File: src/hw/rtl/swc_pkg.sv
// swc_pkg: shared types and constants of the settable wall clock
// no dependencies; imported by every module of the block
package swc_pkg;

  typedef enum logic [1:0] {
    OP_TICK,
    OP_RESET,
    OP_SET,
    OP_STOP
  } op_e;

  typedef struct packed {
    logic [1:0] hour_tens;
    logic [3:0] hour_ones;
    logic [2:0] minute_tens;
    logic [3:0] minute_ones;
    logic [2:0] second_tens;
    logic [3:0] second_ones;
  } time_t;

  typedef struct packed {
    op_e   op;
    time_t load;
  } cmd_t;

  localparam logic [7:0] CharW     = 8'h57;
  localparam logic [7:0] CharR     = 8'h52;
  localparam logic [7:0] CharS     = 8'h53;
  localparam logic [7:0] CharT     = 8'h54;
  localparam logic [7:0] CharColon = 8'h3a;
  localparam logic [7:0] CharSpace = 8'h20;
  localparam logic [7:0] CharNul   = 8'h00;
  localparam logic [7:0] CharZero  = 8'h30;
  localparam logic [7:0] CharTwo   = 8'h32;
  localparam logic [7:0] CharThree = 8'h33;
  localparam logic [7:0] CharFive  = 8'h35;
  localparam logic [7:0] CharNine  = 8'h39;

endpackage

File: src/hw/rtl/swc_if.sv
// swc_in_if / swc_out_if: valid-ready channels of the settable wall clock
// no dependencies
interface swc_in_if;
  logic        valid;
  logic        ready;
  logic        command;
  logic [63:0] text_low;
  logic [31:0] text_high;

  modport source (output valid, output command, output text_low, output text_high,
                  input ready);
  modport sink (input valid, input command, input text_low, input text_high,
                output ready);
endinterface

interface swc_out_if;
  logic       valid;
  logic       ready;
  logic [1:0] hour_tens;
  logic [3:0] hour_ones;
  logic [2:0] minute_tens;
  logic [3:0] minute_ones;
  logic [2:0] second_tens;
  logic [3:0] second_ones;

  modport source (output valid, output hour_tens, output hour_ones, output minute_tens,
                  output minute_ones, output second_tens, output second_ones,
                  input ready);
  modport sink (input valid, input hour_tens, input hour_ones, input minute_tens,
                input minute_ones, input second_tens, input second_ones,
                output ready);
endinterface

File: src/hw/rtl/settable_wall_clock.sv
// settable_wall_clock: 24-hour clock driven by ticks and text commands
// depends on swc_pkg, swc_if, swc_decode, swc_queue, swc_exec
//
// in_i carries one transaction per tick (command = 0) or text command
// (command = 1, characters in text_low and text_high). Reset "WR", set
// " S hh:mm:ss" and stop " T" commands are decoded in the front end; bad set
// commands and unknown text are dropped there. Other transactions go through
// a small command queue (QueueDepth entries) to the back end, which keeps the
// time as bcd hour, minute and second counters.
// out_o carries the six time digits after each tick taken while running;
// commands and ticks while stopped give no output.
// A tick is written into the queue when accepted, waits there until the back
// end executes it, and its result goes to the result register that drives
// out_o. Throughput: one transaction per cycle, set by the single result
// register; when out_o stalls, ticks wait in the queue and in_i drops ready
// once the queue is full. Commands pass a stalled tick only in order, never
// ahead of it.
// Reset: the clock stops at 00:00:00 and the queue and output are empty.
module settable_wall_clock import swc_pkg::*; #(
  parameter int unsigned QueueDepth = 2
) (
  input  logic      clk_i,
  input  logic      rst_ni,
  swc_in_if.sink    in_i,
  swc_out_if.source out_o
);

  logic push_valid, push_ready, pop_valid, pop_ready;
  cmd_t push_cmd, pop_cmd;

  swc_decode u_decode (
    .in_i         (in_i),
    .push_ready_i (push_ready),
    .push_valid_o (push_valid),
    .push_cmd_o   (push_cmd)
  );

  swc_queue #(
    .Depth (QueueDepth)
  ) u_queue (
    .clk_i        (clk_i),
    .rst_ni       (rst_ni),
    .push_valid_i (push_valid),
    .push_ready_o (push_ready),
    .push_cmd_i   (push_cmd),
    .pop_valid_o  (pop_valid),
    .pop_ready_i  (pop_ready),
    .pop_cmd_o    (pop_cmd)
  );

  swc_exec u_exec (
    .clk_i       (clk_i),
    .rst_ni      (rst_ni),
    .pop_valid_i (pop_valid),
    .pop_ready_o (pop_ready),
    .pop_cmd_i   (pop_cmd),
    .out_o       (out_o)
  );

endmodule

File: src/hw/rtl/swc_decode.sv
// swc_decode: front end, classifies ticks and text commands into queue entries
// depends on swc_pkg and swc_in_if
module swc_decode import swc_pkg::*; (
  swc_in_if.sink     in_i,
  input  logic       push_ready_i,
  output logic       push_valid_o,
  output cmd_t       push_cmd_o
);

  logic [7:0] c [1:12];
  logic       is_reset, is_set_form, is_stop, set_ok;
  logic       digits_ok, ranges_ok;

  always_comb begin
    for (int p = 1; p <= 8; p++) begin
      c[p] = in_i.text_low[8*(p-1) +: 8];
    end
    for (int p = 9; p <= 12; p++) begin
      c[p] = in_i.text_high[8*(p-9) +: 8];
    end
  end

  function automatic logic is_digit(input logic [7:0] ch);
    return (ch >= CharZero) && (ch <= CharNine);
  endfunction

  assign is_reset    = (c[1] == CharW) && (c[2] == CharR) && (c[3] == CharNul);
  assign is_set_form = (c[2] == CharS) && (c[3] == CharSpace) && (c[12] == CharNul);
  assign is_stop     = (c[2] == CharT) && (c[3] == CharNul);

  assign digits_ok = is_digit(c[4]) && is_digit(c[5]) && is_digit(c[7]) &&
                     is_digit(c[8]) && is_digit(c[10]) && is_digit(c[11]);
  // hour up to 23, minute and second tens up to 5
  assign ranges_ok = ((c[4] < CharTwo) || ((c[4] == CharTwo) && (c[5] <= CharThree))) &&
                     (c[7] <= CharFive) && (c[10] <= CharFive);
  assign set_ok    = (c[6] == CharColon) && (c[9] == CharColon) && digits_ok && ranges_ok;

  always_comb begin
    push_cmd_o.op               = OP_TICK;
    push_cmd_o.load.hour_tens   = c[4][1:0];
    push_cmd_o.load.hour_ones   = c[5][3:0];
    push_cmd_o.load.minute_tens = c[7][2:0];
    push_cmd_o.load.minute_ones = c[8][3:0];
    push_cmd_o.load.second_tens = c[10][2:0];
    push_cmd_o.load.second_ones = c[11][3:0];
    push_valid_o                = 1'b0;
    if (!in_i.command) begin
      push_valid_o = in_i.valid;
    end else if (is_reset) begin
      push_cmd_o.op = OP_RESET;
      push_valid_o  = in_i.valid;
    end else if (is_set_form) begin
      // a bad set command is dropped here
      push_cmd_o.op = OP_SET;
      push_valid_o  = in_i.valid && set_ok;
    end else if (is_stop) begin
      push_cmd_o.op = OP_STOP;
      push_valid_o  = in_i.valid;
    end
  end

  // unknown commands are taken and dropped, but only when the queue could take them
  assign in_i.ready = push_ready_i;

endmodule

File: src/hw/rtl/swc_queue.sv
// swc_queue: short fifo of decoded commands between front and back
// depends on swc_pkg
module swc_queue import swc_pkg::*; #(
  parameter int unsigned Depth = 2
) (
  input  logic clk_i,
  input  logic rst_ni,
  input  logic push_valid_i,
  output logic push_ready_o,
  input  cmd_t push_cmd_i,
  output logic pop_valid_o,
  input  logic pop_ready_i,
  output cmd_t pop_cmd_o
);

  localparam int unsigned PtrW = (Depth > 1) ? $clog2(Depth) : 1;
  localparam int unsigned CntW = $clog2(Depth + 1);

  cmd_t            mem_q [Depth];
  logic [PtrW-1:0] wr_ptr_q, wr_ptr_d, rd_ptr_q, rd_ptr_d;
  logic [CntW-1:0] count_q, count_d;
  logic            push, pop;

  assign push_ready_o = (count_q != CntW'(Depth));
  assign pop_valid_o  = (count_q != '0);
  assign push         = push_valid_i && push_ready_o;
  assign pop          = pop_valid_o && pop_ready_i;
  assign pop_cmd_o    = mem_q[rd_ptr_q];

  always_comb begin
    wr_ptr_d = wr_ptr_q;
    rd_ptr_d = rd_ptr_q;
    count_d  = count_q;
    if (push) begin
      wr_ptr_d = (wr_ptr_q == PtrW'(Depth - 1)) ? '0 : wr_ptr_q + 1'b1;
    end
    if (pop) begin
      rd_ptr_d = (rd_ptr_q == PtrW'(Depth - 1)) ? '0 : rd_ptr_q + 1'b1;
    end
    if (push && !pop) begin
      count_d = count_q + 1'b1;
    end else if (pop && !push) begin
      count_d = count_q - 1'b1;
    end
  end

  always_ff @(posedge clk_i or negedge rst_ni) begin
    if (!rst_ni) begin
      wr_ptr_q <= '0;
      rd_ptr_q <= '0;
      count_q  <= '0;
    end else begin
      wr_ptr_q <= wr_ptr_d;
      rd_ptr_q <= rd_ptr_d;
      count_q  <= count_d;
    end
  end

  always_ff @(posedge clk_i) begin
    if (push) begin
      mem_q[wr_ptr_q] <= push_cmd_i;
    end
  end

  assert property (@(posedge clk_i) disable iff (!rst_ni) count_q <= CntW'(Depth))
    else $error("queue fill count above depth");
  assert property (@(posedge clk_i) disable iff (!rst_ni)
                   (count_q == '0) |-> (wr_ptr_q == rd_ptr_q))
    else $error("empty queue with unequal pointers");
  assert property (@(posedge clk_i) disable iff (!rst_ni)
                   (push && !pop) |=> (count_q == $past(count_q) + 1'b1))
    else $error("push did not raise fill count");

endmodule

File: src/hw/rtl/swc_exec.sv
// swc_exec: back end, holds the time counters and the result register
// depends on swc_pkg and swc_out_if
module swc_exec import swc_pkg::*; (
  input  logic       clk_i,
  input  logic       rst_ni,
  input  logic       pop_valid_i,
  output logic       pop_ready_o,
  input  cmd_t       pop_cmd_i,
  swc_out_if.source  out_o
);

  time_t time_q, time_d, time_next;
  time_t res_q;
  logic  running_q, running_d;
  logic  out_valid_q, out_valid_d;
  logic  pop, emit, out_free;
  logic  sec_wrap, min_wrap, hour_wrap;

  // bcd increment by one second, wrapping at one day
  assign sec_wrap  = (time_q.second_tens == 3'd5) && (time_q.second_ones == 4'd9);
  assign min_wrap  = (time_q.minute_tens == 3'd5) && (time_q.minute_ones == 4'd9);
  assign hour_wrap = (time_q.hour_tens == 2'd2) && (time_q.hour_ones == 4'd3);

  always_comb begin
    time_next = time_q;
    if (time_q.second_ones == 4'd9) begin
      time_next.second_ones = '0;
      time_next.second_tens = sec_wrap ? '0 : time_q.second_tens + 1'b1;
    end else begin
      time_next.second_ones = time_q.second_ones + 1'b1;
    end
    if (sec_wrap) begin
      if (time_q.minute_ones == 4'd9) begin
        time_next.minute_ones = '0;
        time_next.minute_tens = min_wrap ? '0 : time_q.minute_tens + 1'b1;
      end else begin
        time_next.minute_ones = time_q.minute_ones + 1'b1;
      end
      if (min_wrap) begin
        if (hour_wrap) begin
          time_next.hour_tens = '0;
          time_next.hour_ones = '0;
        end else if (time_q.hour_ones == 4'd9) begin
          time_next.hour_ones = '0;
          time_next.hour_tens = time_q.hour_tens + 1'b1;
        end else begin
          time_next.hour_ones = time_q.hour_ones + 1'b1;
        end
      end
    end
  end

  assign out_free    = !out_valid_q || out_o.ready;
  // only a tick that produces a result waits for the result register
  assign pop_ready_o = (pop_cmd_i.op != OP_TICK) || !running_q || out_free;
  assign pop         = pop_valid_i && pop_ready_o;
  assign emit        = pop && (pop_cmd_i.op == OP_TICK) && running_q;

  always_comb begin
    time_d    = time_q;
    running_d = running_q;
    if (pop) begin
      case (pop_cmd_i.op)
        OP_TICK: begin
          if (running_q) begin
            time_d = time_next;
          end
        end
        OP_RESET: begin
          time_d    = '0;
          running_d = 1'b1;
        end
        OP_SET: begin
          time_d    = pop_cmd_i.load;
          running_d = 1'b1;
        end
        OP_STOP: begin
          running_d = 1'b0;
        end
        default: begin
          time_d = time_q;
        end
      endcase
    end
    out_valid_d = emit || (out_valid_q && !out_o.ready);
  end

  always_ff @(posedge clk_i or negedge rst_ni) begin
    if (!rst_ni) begin
      time_q      <= '0;
      running_q   <= 1'b0;
      out_valid_q <= 1'b0;
    end else begin
      time_q      <= time_d;
      running_q   <= running_d;
      out_valid_q <= out_valid_d;
    end
  end

  always_ff @(posedge clk_i) begin
    if (emit) begin
      res_q <= time_next;
    end
  end

  assign out_o.valid       = out_valid_q;
  assign out_o.hour_tens   = res_q.hour_tens;
  assign out_o.hour_ones   = res_q.hour_ones;
  assign out_o.minute_tens = res_q.minute_tens;
  assign out_o.minute_ones = res_q.minute_ones;
  assign out_o.second_tens = res_q.second_tens;
  assign out_o.second_ones = res_q.second_ones;

  assert property (@(posedge clk_i) disable iff (!rst_ni)
                   (pop && pop_cmd_i.op == OP_STOP) |=> !running_q)
    else $error("clock still running after stop");
  assert property (@(posedge clk_i) disable iff (!rst_ni)
                   (pop && pop_cmd_i.op == OP_RESET) |=> (running_q && time_q == '0))
    else $error("reset command did not clear and start the clock");
  assert property (@(posedge clk_i) disable iff (!rst_ni)
                   emit |=> (out_valid_q && res_q == time_q))
    else $error("result does not match the advanced time");
  assert property (@(posedge clk_i) disable iff (!rst_ni)
                   (out_valid_q && !out_o.ready) |-> !emit)
    else $error("result register overwritten while stalled");

endmodule
File: src/flat_wrapper.sv
// flat-port wrapper written by rule: the top's interface ports become plain ports
module settable_wall_clock_flat import swc_pkg::*;
#(
  parameter int unsigned QueueDepth = 2
)
  (clk_i, rst_ni, in_i_valid, in_i_command, in_i_text_low, in_i_text_high, in_i_ready, out_o_valid, out_o_hour_tens, out_o_hour_ones, out_o_minute_tens, out_o_minute_ones, out_o_second_tens, out_o_second_ones, out_o_ready);
  swc_in_if in_i_i ();
  swc_out_if out_o_i ();
  input  logic clk_i;
  input  logic rst_ni;
  input wire logic [$bits(in_i_i.valid)-1:0] in_i_valid;
  input wire logic [$bits(in_i_i.command)-1:0] in_i_command;
  input wire logic [$bits(in_i_i.text_low)-1:0] in_i_text_low;
  input wire logic [$bits(in_i_i.text_high)-1:0] in_i_text_high;
  output wire logic [$bits(in_i_i.ready)-1:0] in_i_ready;
  output wire logic [$bits(out_o_i.valid)-1:0] out_o_valid;
  output wire logic [$bits(out_o_i.hour_tens)-1:0] out_o_hour_tens;
  output wire logic [$bits(out_o_i.hour_ones)-1:0] out_o_hour_ones;
  output wire logic [$bits(out_o_i.minute_tens)-1:0] out_o_minute_tens;
  output wire logic [$bits(out_o_i.minute_ones)-1:0] out_o_minute_ones;
  output wire logic [$bits(out_o_i.second_tens)-1:0] out_o_second_tens;
  output wire logic [$bits(out_o_i.second_ones)-1:0] out_o_second_ones;
  input wire logic [$bits(out_o_i.ready)-1:0] out_o_ready;
  assign in_i_i.valid = in_i_valid;
  assign in_i_i.command = in_i_command;
  assign in_i_i.text_low = in_i_text_low;
  assign in_i_i.text_high = in_i_text_high;
  assign in_i_ready = in_i_i.ready;
  assign out_o_valid = out_o_i.valid;
  assign out_o_hour_tens = out_o_i.hour_tens;
  assign out_o_hour_ones = out_o_i.hour_ones;
  assign out_o_minute_tens = out_o_i.minute_tens;
  assign out_o_minute_ones = out_o_i.minute_ones;
  assign out_o_second_tens = out_o_i.second_tens;
  assign out_o_second_ones = out_o_i.second_ones;
  assign out_o_i.ready = out_o_ready;
  settable_wall_clock #(.QueueDepth(QueueDepth)) u_core (.clk_i(clk_i), .rst_ni(rst_ni), .in_i(in_i_i), .out_o(out_o_i));
endmodule
File: config.mk
export PLATFORM = sky130hd
export DESIGN_NAME = settable_wall_clock_flat
export DESIGN_NICKNAME = d
export VERILOG_FILES = /design/src/hw/rtl/swc_pkg.sv /design/src/hw/rtl/swc_if.sv /design/src/hw/rtl/settable_wall_clock.sv /design/src/hw/rtl/swc_decode.sv /design/src/hw/rtl/swc_queue.sv /design/src/hw/rtl/swc_exec.sv /design/src/flat_wrapper.sv
export SDC_FILE = /design/constraint.sdc
export NUM_CORES = 1
export LEC_CHECK = 0
export BUFFER_PORTS_ARGS = -buffer_cell sky130_fd_sc_hd__buf_2
export CAP_MARGIN = 10
export CORE_AREA = 2 2 96 98
export DETAILED_ROUTE_END_ITERATION = 6
export DIE_AREA = 0 0 98 100
export PLACE_DENSITY = 0.75
export SLEW_MARGIN = 5
export SYNTH_ARGS = -nofsm -noshare
export SYNTH_HDL_FRONTEND = slang
export SYNTH_SLANG_ARGS = --single-unit
File: constraint.sdc
create_clock -name clk_i -period 3.53 [get_ports clk_i]
set_clock_uncertainty 0.05 [all_clocks]
set_input_delay 0.706 -clock clk_i [delete_from_list [all_inputs] [get_ports clk_i]]
set_output_delay 0.706 -clock clk_i [all_outputs]
set_load 0.01 [all_outputs]
=== After elaboration in Yosys (flattened, before gate mapping) ===
Memory sizes are Yosys's and may differ from the RTL's.
Cells that the tools add are included.

* Register bits: 46
* Word-level logic and storage cells: 146
* Memories: 1
* Memory bits (writable): 44
* Output and inout port bits: 22
* Input port bits: 101

* Magnitude comparators: 16
* Reductions and logical operators: 54
* $add $sub $neg: 10
* Equality and inequality tests: 20
* Multiplexer cells: 28

{| class="wikitable"
|+ Memory list
! name !! words !! width !! read ports !! clocked after memory_dff !! write ports !! RTL line !! source
|-
| u_core.u_queue.mem_q || 2 || 22 || 1 || 0 || 1 || swc_queue.sv:19 || <nowiki>cmd_t mem_q [Depth];</nowiki>
|}

{| class="wikitable"
|+ Operator list
! kind !! number
|-
| 8-bit by 6-bit <= comparator with 1-bit output, second input constant || 9
|-
| 20-bit case mux with 3 select lines || 1
|-
| 8-bit by 6-bit greater-or-equal comparator with 1-bit output, second input constant || 6
|-
| 1-bit logical AND || 33
|-
| 8-bit by 6-bit equality test with 1-bit output, second input constant || 4
|-
| 8-bit by 7-bit equality test with 1-bit output, second input constant || 4
|-
| 20-bit two-way mux || 1
|-
| 8-bit logical NOT || 2
|-
| 2-bit two-way mux || 7
|-
| 13-bit two-way mux || 1
|-
| 4-bit by 1-bit adder with 4-bit output, second input constant || 3
|-
| 4-bit equality test, second input constant || 3
|-
| 3-bit two-way mux || 4
|-
| 4-bit two-way mux || 3
|-
| 6-bit two-way mux || 2
|-
| 8-bit by 6-bit less-than comparator with 1-bit output, second input constant || 1
|-
| 1-bit two-way mux || 8
|-
| 2-bit nonzero test || 4
|-
| 3-bit by 1-bit adder with 3-bit output, second input constant || 2
|-
| 2-bit equality test, second input constant || 3
|-
| 3-bit equality test, second input constant || 2
|-
| 1-bit logical NOT || 5
|-
| 1-bit logical OR || 5
|-
| 2-bit by 1-bit adder with 2-bit output, second input constant || 2
|-
| 11 further kinds || 13
|}

=== Logic depth before layout (Yosys ltp) ===
Gate-level depths: netlist of the first run.

* Depth in word-level cells: 18
* Gate-level depth with buffers: 10
* Mapped depth without buffers: 9

=== Hierarchy ===
A second synthesis of the first run with hierarchy kept.

* Cells, all modules: 407
* Area, all modules: 4,862.2 um^2

{| class="wikitable"
|+ By module, submodules not included
! module !! area an instance (um^2) !! cells an instance !! instances
|-
| swc_exec || 2,558.7 || 250 || 1
|-
| swc_queue || 1,788.0 || 86 || 1
|-
| swc_decode || 515.5 || 71 || 1
|}

=== Least setup slack after synthesis of the first run ===
Ideal clock, no wire load.

* Path type: input to register
* From: input port in_i_text_low[13]
* To: memory u_core.u_queue.mem_q[1][0] (netlist name) (enable)
* Buffers on the path: 0
* Cell stages on the path: 5
* Path slack: -0.428 ns
* Arrival: 3.474 ns
* Cells stage by stage: nor4bb_1 -> nand3_1 -> nor4_1 -> a31oi_1 -> nor3b_1

* Longest elaborated chain between the ends: 9
* Elaborated cells between the ends (all ways): 15
* Those cells by class: eq/ne: 3; mux: 6; reduce/logical: 6

{| class="wikitable"
|+ RTL lines
! element !! RTL line !! source
|-
| from (decl) || flat_wrapper.sv:13 || <nowiki>input wire logic [$bits(in_i_i.text_low)-1:0] in_i_text_low;</nowiki>
|-
| 8-bit by 7-bit equality test with 1-bit output (on tied branches) || swc_decode.sv:29, swc_decode.sv:28 ||
|-
| 1-bit logical AND (on tied branches) || swc_decode.sv:29, swc_decode.sv:28 ||
|-
| 1-bit two-way mux or 1-bit logical AND (tied branches) || swc_decode.sv:56, swc_decode.sv:28 ||
|-
| 1-bit two-way mux || swc_decode.sv:52 || <nowiki>end else if (is_set_form) begin</nowiki>
|-
| 1-bit two-way mux * || swc_decode.sv:49 || <nowiki>end else if (is_reset) begin</nowiki>
|-
| 1-bit two-way mux * || swc_decode.sv:47 || <nowiki>if (!in_i.command) begin</nowiki>
|-
| 1-bit logical AND * || swc_queue.sv:26 || <nowiki>assign push = push_valid_i && push_ready_o;</nowiki>
|-
| 1-bit two-way mux * || swc_queue.sv:60 || <nowiki>if (push) begin</nowiki>
|-
| 1-bit two-way mux (not written as such) * || swc_queue.sv:61 || <nowiki>mem_q[wr_ptr_q] <= push_cmd_i;</nowiki>
|-
| to (decl) || swc_queue.sv:19 ||
|}

Every way passes the cells marked *; elsewhere a longest branch is shown, timed or not.

=== Worst setup path in the final report of the first run ===
* From: register u_core.u_queue.rd_ptr_q
* To: register u_core.u_exec.time_q[10] (netlist name)

* Longest elaborated chain between the ends: 6
* Elaborated cells between the ends (all ways): 12
* Those cells by class: eq/ne: 3; mux: 1; reduce/logical: 7; memory: 1

{| class="wikitable"
|+ RTL lines
! element !! RTL line !! source
|-
| from (decl) || swc_queue.sv:20 || <nowiki>logic [PtrW-1:0] wr_ptr_q, wr_ptr_d, rd_ptr_q, rd_ptr_d;</nowiki>
|-
| from (signal assigned) || swc_queue.sv:54 || <nowiki>rd_ptr_q <= rd_ptr_d;</nowiki>
|-
| memory read 2 x 22 bit * || n/a ||
|-
| 2-bit nonzero test || swc_exec.sv:55 || <nowiki>assign pop_ready_o = (pop_cmd_i.op != OP_TICK) || !running_q || out_free;</nowiki>
|-
| 1-bit logical OR (2 in a row) || swc_exec.sv:55 ||
|-
| 1-bit logical AND || swc_exec.sv:56 || <nowiki>assign pop = pop_valid_i && pop_ready_o;</nowiki>
|-
| 3-bit AND reduction (no line) || n/a ||
|-
| to (signal assigned) || swc_exec.sv:94 || <nowiki>time_q <= time_d;</nowiki>
|-
| to (decl) || swc_exec.sv:12 || <nowiki>time_t time_q, time_d, time_next;</nowiki>
|}

Marks and branches as above.
A chain may end at the register's enable or synchronous reset.

==> results of run 1 <==
[power by group through the flow]
stage / logic, mW / clock network (mW) / registers (mW)
5_1_grt: 1.71 / 0.722 / 1.72
4_1_cts: 1.53 / 0.683 / 1.68
3_5_place_dp: 1.52 / 0 / 1.71
6_report: 1.52 / 0.672 / 1.69
2_1_floorplan: 1.11 / 0 / 1.67
3_3_place_gp: 1.47 / 0 / 1.69
[sequential cells by signal, summed over array words and instances, names as in the netlist, 2 cells and up]
name,cells
u_core.u_exec.out_o.second_ones,4
u_core.u_queue.count_q,2
u_core.u_exec.time_q,20
u_core.u_exec.out_o.second_tens,3
u_core.u_exec.out_o.hour_ones,4
u_core.u_exec.out_o.hour_tens,2
u_core.u_queue.mem_q,44
u_core.u_exec.out_o.minute_ones,4
u_core.u_exec.out_o.minute_tens,3
[per-layer routing]
metal,vias to the layer above,GRT usage
met1,1633,0.2574
met4,0,0.1058
met5,-,0
li1,1695,-
met3,21,0.03343
met2,145,0.3535
[cells by family (layout without fill, tap and decap cells)]
kind of cell,after synthesis,count (layout),synth area share
AND/OR/NAND/NOR,121,121,0.1531
XOR/XNOR,7,7,0.01381
flip-flops,90,90,0.5795
adder cells (fa/ha/maj),11,11,0.03100
buffers and inverters,28,158,0.02621
AO/OA/AOI/OAI,88,88,0.1336
multiplexers,27,27,0.06285
[worst max path at each step]
stage,start,end,slack (ns),cells after the start
detailed placement,in_i_text_low[18],u_core.u_queue.mem_q[1][11]$_DFFE_PP_,0.54,7
finish,u_core.u_queue.rd_ptr_q$_DFFE_PN0P_,u_core.u_exec.time_q[10]$_DFFE_PN0P_,0.66,6
global placement,in_i_text_low[18],u_core.u_queue.mem_q[1][14]$_DFFE_PP_,0.56,7
CTS,u_core.u_queue.rd_ptr_q$_DFFE_PN0P_,u_core.u_exec.time_q[10]$_DFFE_PN0P_,0.65,6
global route,u_core.u_queue.rd_ptr_q$_DFFE_PN0P_,u_core.u_exec.time_q[10]$_DFFE_PN0P_,0.42,6
floorplan,in_i_text_low[13],u_core.u_queue.mem_q[1][0]$_DFFE_PP_,0.32,5
[cells in the mapped netlist (all sizes together) (10+ instances only)]
| cell type | count |
|---|---|
| edfxtp | 64 |
| o21ai | 28 |
| nor2 | 27 |
| dfrtp | 26 |
| nand2 | 25 |
| mux2i | 23 |
| a21oi | 14 |
| nor3 | 14 |
| inv | 13 |
| ha | 11 |
| clkbuf | 10 |
| nor4bb | 10 |
[worst register-to-register path, stage by stage, from the launching register on]
cell and delay [ns]:
sky130_fd_sc_hd__dfrtp_1 0.46, sky130_fd_sc_hd__mux2i_1 0.35, sky130_fd_sc_hd__ha_1 0.28, sky130_fd_sc_hd__nand2_1 0.14
sky130_fd_sc_hd__o221ai_2 0.90, sky130_fd_sc_hd__nor2_1 0.23, sky130_fd_sc_hd__a221o_1 0.35
[layout make-up]
type / instances / area [um2] / area share
sequential: 90 / 2572 / 0.4787
multi-input combinational: 254 / 1767 / 0.3288
timing repair buffer: 128 / 655.6 / 0.1220
tap: 111 / 138.9 / 0.02584
clock buffer: 12 / 135.1 / 0.02515
clock inverter: 4 / 52.55 / 0.009779
inverter: 14 / 52.55 / 0.009779
[per-stage QoR]
stage                     setup slack (ns)  utilization  std cells
after floorplan                     0.3157            -        372
after global placement              0.5636       0.5834        597
after detailed placement            0.5352       0.5834        597
after CTS                           0.6541       0.6045        613
after global routing                0.4167       0.6045        613
final                               0.6638       0.6045        613
==> Implementation_results.wiki, run 1 <==
{| class="wikitable"
! Metric !! Value
|-
| Status || finished clean
|-
| Max-capacitance violation count || 0
|-
| Global-route wire length before repair || between 15000 and 20000 um
|-
| DPL Wire Length || 7569 um
|-
| Int Power || between 2 and 2.5 mW
|-
| Setup repair bufs after CTS || 0
|-
| Sink Count || 90
|-
| Sequential cell fraction of total power || 0.435
|-
| Fill cell instance count of the final layout || approximately 740
|-
| WL met1 || slightly above 4000 um
|-
| Full die area || between 9000 and 10000 um2
|-
| Worst path top cell family by delay || compound AO/OA/AOI/OAI gates
|-
| Routed length on met3 || roughly 560 um
|-
| Proportion of register bits with asynchronous set or reset after synthesis || 0.2889
|-
| Worst Path Arrival || between 3 and 4 ns
|-
| Cell types occupying the most area after synthesis || sky130_fd_sc_hd__edfxtp_1 43%, sky130_fd_sc_hd__dfrtp_1 15%, sky130_fd_sc_hd__mux2i_1 5.2%
|-
| Sequential share of the synthesized area || 0.5795
|-
| Post-synth cell types || 57
|-
| Routability-driven placement congestion ratio || between 0.8 and 0.9
|-
| Layout cells sized above 1 || 0.3048
|-
| Effective utilization at floorplan || 0.4994
|-
| Vias after detailed routing || between 3000 and 4000
|-
| Commonest non-fill, non-tap cells in the layout || 122 x sky130_fd_sc_hd__buf_2, 64 x sky130_fd_sc_hd__edfxtp_1, 28 x sky130_fd_sc_hd__o21ai_0, 27 x sky130_fd_sc_hd__nor2_1, 26 x sky130_fd_sc_hd__dfrtp_1
|-
| Placeable core region || about 8900 um2
|-
| Port bufs || about 120
|-
| Number of setup violations in the final report || 0
|-
| Antenna-violating nets left || 0
|-
| Post-route cell area || around 5400 um2
|-
| Worst path cell trace || mux2i_1, ha_1, nand2_1, o221ai_2, nor2_1, a221o_1
|-
| First-pass DRT Iterations || 5
|-
| Sw power || roughly 1.4 mW
|-
| Count of buffering cells on the critical path with inverters included || 0
|-
| Yosys warning count || 0
|-
| Setup repair after global routing missed its margin || false
|-
| EDFF count, synth || 64
|-
| Transition time at the pin with the least slew margin || ~1.1 ns
|-
| Type of destination of the critical path || register
|-
| CTS H-tree depth || 3
|-
| CTS clock-pin slew for the worst setup and hold paths || approximately 0.090 ns
|-
| Number of resized instances in the post-cts repair step || 0
|-
| Overflow after GRT || 0
|-
| Starting DRT DRC Count || ~160
|-
| Register bit count reported by yosys || 90
|-
| Required time of the critical path || ~3.7 ns
|-
| R2r startpoint || u_core.u_queue.rd_ptr_q$_DFFE_PN0P_
|-
| Number of global-route vias before repair || roughly 3400
|-
| Placed Instance Area || roughly 5200 um2
|-
| Antenna violations before repair || 0
|-
| Switching part of the total power || 0.3720
|-
| Lkg Pwr || ~2.2 nW
|-
| DR vias/cell || approximately 5.7
|-
| Top cell type's share of synthesized area || 0.4329
|-
| Synthesized cell area || roughly 4400 um2
|-
| Number of hold buffers added after CTS || 0
|-
| Minimum hold slack || between 0.3 and 0.4 ns
|-
| Final number of max-transition violations || 0
|-
| Pin count of the biggest net entering global routing || 29
|-
| Worst VDD drop || roughly 250 uV
|-
| Final routed wire length divided by cell count || roughly 16 um
|-
| Sum of met2 wire segment lengths after detailed routing || slightly below 5000 um
|-
| Number of buffers added by the clock tree synthesis step || 9
|-
| P&R area growth vs syn || 21.05%
|-
| Most common cell after layout, fill and taps aside || sky130_fd_sc_hd__buf_2
|-
| Final Hold Vio Count || 0
|-
| Max-Slew Margin vs Limit || 0.2395
|-
| R2R depth || 6
|-
| Worst hold path class || primary input to async pin
|-
| TritonCTS clock tree || yes
|-
| Part of the total power dissipated in the clock network || 0.173
|-
| Maximum single-stage delay on the critical path || 0.90 ns
|-
| Library cell with the largest summed area after synthesis || sky130_fd_sc_hd__edfxtp_1
|-
| Final nets || 609
|-
| Achievable frequency || between 0.3 and 0.4 GHz
|-
| Sum of negative setup slack || 0 ns
|-
| Clock Latency Late Sink || between 0.3 and 0.4 ns
|-
| Worst R2R End || u_core.u_exec.time_q[10]$_DFFE_PN0P_
|-
| Die Span Y || around 100 um
|-
| Total design power || approximately 3.9 mW
|-
| Critical Path Source Type || register
|-
| Post-layout minimum cycle time || about 2.9 ns
|-
| Slowest stage cell on the critical path || sky130_fd_sc_hd__o221ai_2
|-
| Average cell area after synthesis || ~12 um2
|-
| Worst-case register-to-register setup slack || about 0.66 ns
|-
| Top-level port count || 123
|-
| Crit path kind || register to register
|-
| Mapped Cells || around 370
|-
| Part of the cycle the worst path needs || 0.8119
|-
| Maximum fanout encountered on the critical timing path || 28
|-
| Maximum clock insertion buffer count || 2
|-
| GRT Overall Usage || 0.2073
|-
| Horizontal die dimension || between 90 and 100 um
|-
| Clock root buffer || sky130_fd_sc_hd__clkbuf_8
|-
| Total wire length || around 10000 um
|-
| Comb power frac || 0.392
|-
| Synthesized Nets || approximately 480
|-
| Highest metal layer with signal wires || met4
|-
| Most used flip-flop cell after synthesis || sky130_fd_sc_hd__edfxtp_1
|-
| Row count || 35
|-
| DRC Markers || 0
|-
| Power per standard cell area || between 700 and 800 nW/um2
|-
| Number of antenna repair diodes || 0
|}
Note: power is estimated with default switching activity, not from simulation.
==> run 2, diff against run 1 <==
ABC_AREA = 1   (was default)
CORE_AREA = 2 2 101 103   (was 2 2 96 98)
DIE_AREA = 0 0 103 105   (was 0 0 98 100)
PLACE_DENSITY = 0.72   (was 0.75)
clock period = 2.6 ns   (was 3.53 ns; I/O delays follow)
==> run 2 against run 1 <==
Via count increased by 7.8%. Final area increased by 3.4%. Count of clock-buffer cells in the layout decreased by 1. Global-route usage decreased by 1.8 points. Sequential cell count unchanged. Core utilization decreased by 2.8 points.
==> Implementation_results.wiki, run 2 <==
{| class="wikitable"
! Metric !! Value
|-
| Full die area || 10820 um2 (+10%)
|-
| Port bufs || 122 (unchanged)
|-
| Number of buffers added by the clock tree synthesis step || 9 (unchanged)
|-
| Register bank with the most flops || u_core.u_queue.mem_q
|-
| Number of flip-flops under the largest register name || 44 (unchanged)
|-
| Antenna-violating nets left || 0 (unchanged)
|-
| Starting DRT DRC Count || 155 (-1.3%)
|-
| Crit path kind || register to register
|-
| Top cell type's share of synthesized area || 0.4216 (-0.01129)
|-
| Total wire length || 9715 um (-1.1%)
|-
| Most used flip-flop cell after synthesis || sky130_fd_sc_hd__edfxtp_1
|-
| Top-level port count || 123 (unchanged)
|-
| Register bit count reported by yosys || 90 (unchanged)
|-
| Average cell area after synthesis || 8.868 um2 (-26%)
|-
| Horizontal die dimension || 103 um (+5.1%)
|-
| Max-capacitance violation count || 0 (unchanged)
|-
| Achievable frequency || 0.4222 GHz (+21%)
|-
| Routability-driven placement congestion ratio || 0.8436 (+3.9%)
|-
| Total design power || 5.584 mW (+44%)
|-
| Clock root buffer || sky130_fd_sc_hd__clkbuf_8
|-
| Number of resized instances in the post-cts repair step || 0 (unchanged)
|-
| Worst path setup slack after routing || 0.2315 ns (-0.4323 ns)
|-
| Power per standard cell area || 1005 nW/um2 (+39%)
|-
| Setup repair bufs after CTS || 0 (unchanged)
|-
| Sink Count || 90 (unchanged)
|-
| Cell types occupying the most area after synthesis || sky130_fd_sc_hd__edfxtp_1 42%, sky130_fd_sc_hd__dfrtp_1 14%, sky130_fd_sc_hd__nor2_1 9.2%
|-
| Worst hold path class || primary input to async pin
|-
| Effective utilization at floorplan || 0.4729 (-0.02650)
|-
| Setup repair after global routing missed its margin || false
|-
| Proportion of register bits with asynchronous set or reset after synthesis || 0.2889 (unchanged)
|-
| EDFF count, synth || 64 (unchanged)
|-
| Part of the cycle the worst path needs || 0.9110 (+0.09901)
|-
| Most frequent cells after synthesis || 112 x sky130_fd_sc_hd__nor2_1, 91 x sky130_fd_sc_hd__nand2_1, 69 x sky130_fd_sc_hd__inv_1
|-
| DRC Markers || 0 (unchanged)
|-
| Final nets || 758 (+24%)
|-
| Global-route wire length before repair || 16060 um (+0.26%)
|-
| Post-layout minimum cycle time || 2.368 ns (-0.4977 ns)
|-
| Type of destination of the critical path || register
|-
| Final Util || 0.5763 (-0.02818)
|-
| Yosys warning count || 0 (unchanged)
|-
| Status || finished clean
|-
| Worst slack at placement || 0.1571 ns (-0.3782 ns)
|-
| Lkg Pwr || 2.599 nW (+18%)
|-
| Layout cells sized above 1 || 0.2504 (-0.05440)
|-
| Most numerous cell in the Yosys netlist || sky130_fd_sc_hd__nor2_1
|-
| Post-synth cell types || 38 (-33%)
|-
| Die Span Y || 105 um (+5.0%)
|-
| Overflow after GRT || 0 (unchanged)
|-
| TritonCTS clock tree || yes
|-
| Sum of negative setup slack || 0 ns (unchanged)
|-
| DPL Wire Length || 7651 um (+1.1%)
|-
| P&R area growth vs syn || 21.88%
|-
| Worst path cell trace || inv_1, or2_2, o21ai_0, ha_1, nand2_1, inv_1, nand3_1, o21ai_2, ha_1, a21oi_1, o21ai_0, xnor2_1
|-
| Worst Path Arrival || 2.55 ns (-0.50 ns)
|-
| Maximum fanout encountered on the critical timing path || 4 (-86%)
|-
| CTS H-tree depth || 3 (unchanged)
|-
| Synthesized Nets || 626 (+29%)
|-
| Row count || 36 (+2.9%)
|-
| Antenna violations before repair || 0 (unchanged)
|-
| Synthesized cell area || 4558 um2 (+2.7%)
|-
| GRT Overall Usage || 0.1891 (-0.01823)
|-
| Transition time at the pin with the least slew margin || 0.7482 ns (-0.3926 ns)
|-
| Worst-case register-to-register setup slack || 0.23 ns (-0.43 ns)
|-
| Final routed wire length divided by cell count || 12.39 um (-23%)
|-
| Max-Slew Margin vs Limit || 0.5007 (+0.2612)
|-
| Maximum single-stage delay on the critical path || 0.37 ns (-0.53 ns)
|-
| Largest registers || u_core.u_queue.mem_q (44), u_core.u_exec.time_q (20)
|-
| Most common cell after layout, fill and taps aside || sky130_fd_sc_hd__buf_2
|-
| Commonest non-fill, non-tap cells in the layout || 122 x sky130_fd_sc_hd__buf_2, 112 x sky130_fd_sc_hd__nor2_1, 91 x sky130_fd_sc_hd__nand2_1, 69 x sky130_fd_sc_hd__inv_1, 64 x sky130_fd_sc_hd__edfxtp_1
|-
| Sequential share of the synthesized area || 0.5644 (-0.01511)
|-
| Pin count of the biggest net entering global routing || 27 (-6.9%)
|-
| CTS clock-pin slew for the worst setup and hold paths || 0.08 ns (about the same)
|-
| Worst path top cell family by delay || compound AO/OA/AOI/OAI gates
|-
| Required time of the critical path || 2.78 ns (-0.93 ns)
|-
| Placeable core region || 9639 um2 (+8.4%)
|-
| Number of setup violations in the final report || 0 (unchanged)
|-
| DR vias/cell || 4.805 (-16%)
|-
| First-pass DRT Iterations || 5 (unchanged)
|-
| Mapped Cells || 514 (+38%)
|-
| Number of hold buffers added after CTS || 0 (unchanged)
|-
| Slowest stage cell on the critical path || sky130_fd_sc_hd__dfrtp_1
|-
| Vias after detailed routing || 3767 (+7.8%)
|-
| Library cell with the largest summed area after synthesis || sky130_fd_sc_hd__edfxtp_1
|-
| Clock Latency Late Sink || 0.35 ns (about the same)
|-
| Worst VDD drop || 386.3 uV (+56%)
|-
| Count of buffering cells on the critical path with inverters included || 2 (+2)
|-
| Critical Path Source Type || register
|-
| Number of antenna repair diodes || 0 (unchanged)
|-
| Final Hold Vio Count || 0 (unchanged)
|-
| Maximum clock insertion buffer count || 2 (unchanged)
|-
| Final number of max-transition violations || 0 (unchanged)
|-
| Number of global-route vias before repair || 3445 (+1.1%)
|}
==> run 2: changes by cell type in the layout (fill, tap and decap cells not counted), sizes merged, moves of 5 or more <==
cell,before,now
o21ai,28,34
a31oi,2,11
inv,13,69
mux2i,23,0
nor4bb,10,0
a22o,5,0
nor2,27,117
nand3,6,22
nand2,25,97
nor4,6,0
==> run 2: final cells by class <==
| cell class | instances | area [um2] |
|---|---|---|
| fillers | 907 | 4084 |
| flip-flops and latches | 90 | 2572 |
| multi-input cells | 342 | 1669 |
| repair buffers | 132 | 685.7 |
| inverters | 71 | 266.5 |
| well taps | 133 | 166.4 |
| clock buffers | 11 | 141.4 |
| clock inverters | 5 | 53.80 |
==> run 2: logic make-up after synthesis <==
group | after synthesis | share of synthesized area
xor gates and xnor gates | 4 | 0.007687
and+or+nand+nor | 262 | 0.2471
AOI/OAI and AO/OA | 65 | 0.08126
DFF | 90 | 0.5644
buffers and inverters | 82 | 0.06945
adders and majority gates | 11 | 0.03019
==> run 2: path summary, 6_finish.rpt <==
kind	startpoint	cells past startpoint	end
setup / recovery	u_core.u_queue.rd_ptr_q$_DFFE_PN0P_	12	u_core.u_queue.count_q[1]$_DFFE_PN0P_
hold / removal	rst_ni	1	u_core.u_queue.wr_ptr_q$_DFFE_PN0P_
setup reg to reg	u_core.u_queue.rd_ptr_q$_DFFE_PN0P_	12	u_core.u_queue.count_q[1]$_DFFE_PN0P_
hold reg to reg	u_core.u_queue.wr_ptr_q$_DFFE_PN0P_	2	u_core.u_queue.wr_ptr_q$_DFFE_PN0P_
max in group asynchronous	rst_ni	1	u_core.u_exec.time_q[3]$_DFFE_PN0P_
min in group clk_i	in_i_text_high[8]	1	u_core.u_queue.mem_q[0][4]$_DFFE_PP_
==> run 2: worst register-to-register path, stage by stage (launching register included) <==
cell	delay (ns)
sky130_fd_sc_hd__dfrtp_1	0.37
sky130_fd_sc_hd__inv_1	0.07
sky130_fd_sc_hd__or2_2	0.27
sky130_fd_sc_hd__o21ai_0	0.15
sky130_fd_sc_hd__ha_1	0.23
sky130_fd_sc_hd__nand2_1	0.05
sky130_fd_sc_hd__inv_1	0.06
sky130_fd_sc_hd__nand3_1	0.07
sky130_fd_sc_hd__o21ai_2	0.10
sky130_fd_sc_hd__ha_1	0.30
sky130_fd_sc_hd__a21oi_1	0.18
sky130_fd_sc_hd__o21ai_0	0.17
sky130_fd_sc_hd__xnor2_1	0.17
==> run 2: power breakdown <==
group          internal [mW]  switching (mW)
sequential              2.01           0.244
clock                  0.468           0.476
combinational          0.863            1.52
==> run 2: metrics by stage <==
step           hold slack, ns  cell area, um2  cells
2_1_floorplan          0.1744            4558    514
3_3_place_gp           0.4054            5360    768
3_5_place_dp           0.4255            5360    768
4_1_cts                0.1208            5555    784
5_1_grt                0.1646            5555    784
6_report               0.1162            5555    784
==> run 2: routing by layer <==
layer  share of wire  global-route usage  vias up
li1                -                   -     1948
met1            0.44              0.2534     1664
met5               0                   0        -
met3           0.052             0.02341       15
met4           0.020             0.07425        0
met2            0.49              0.3098      140
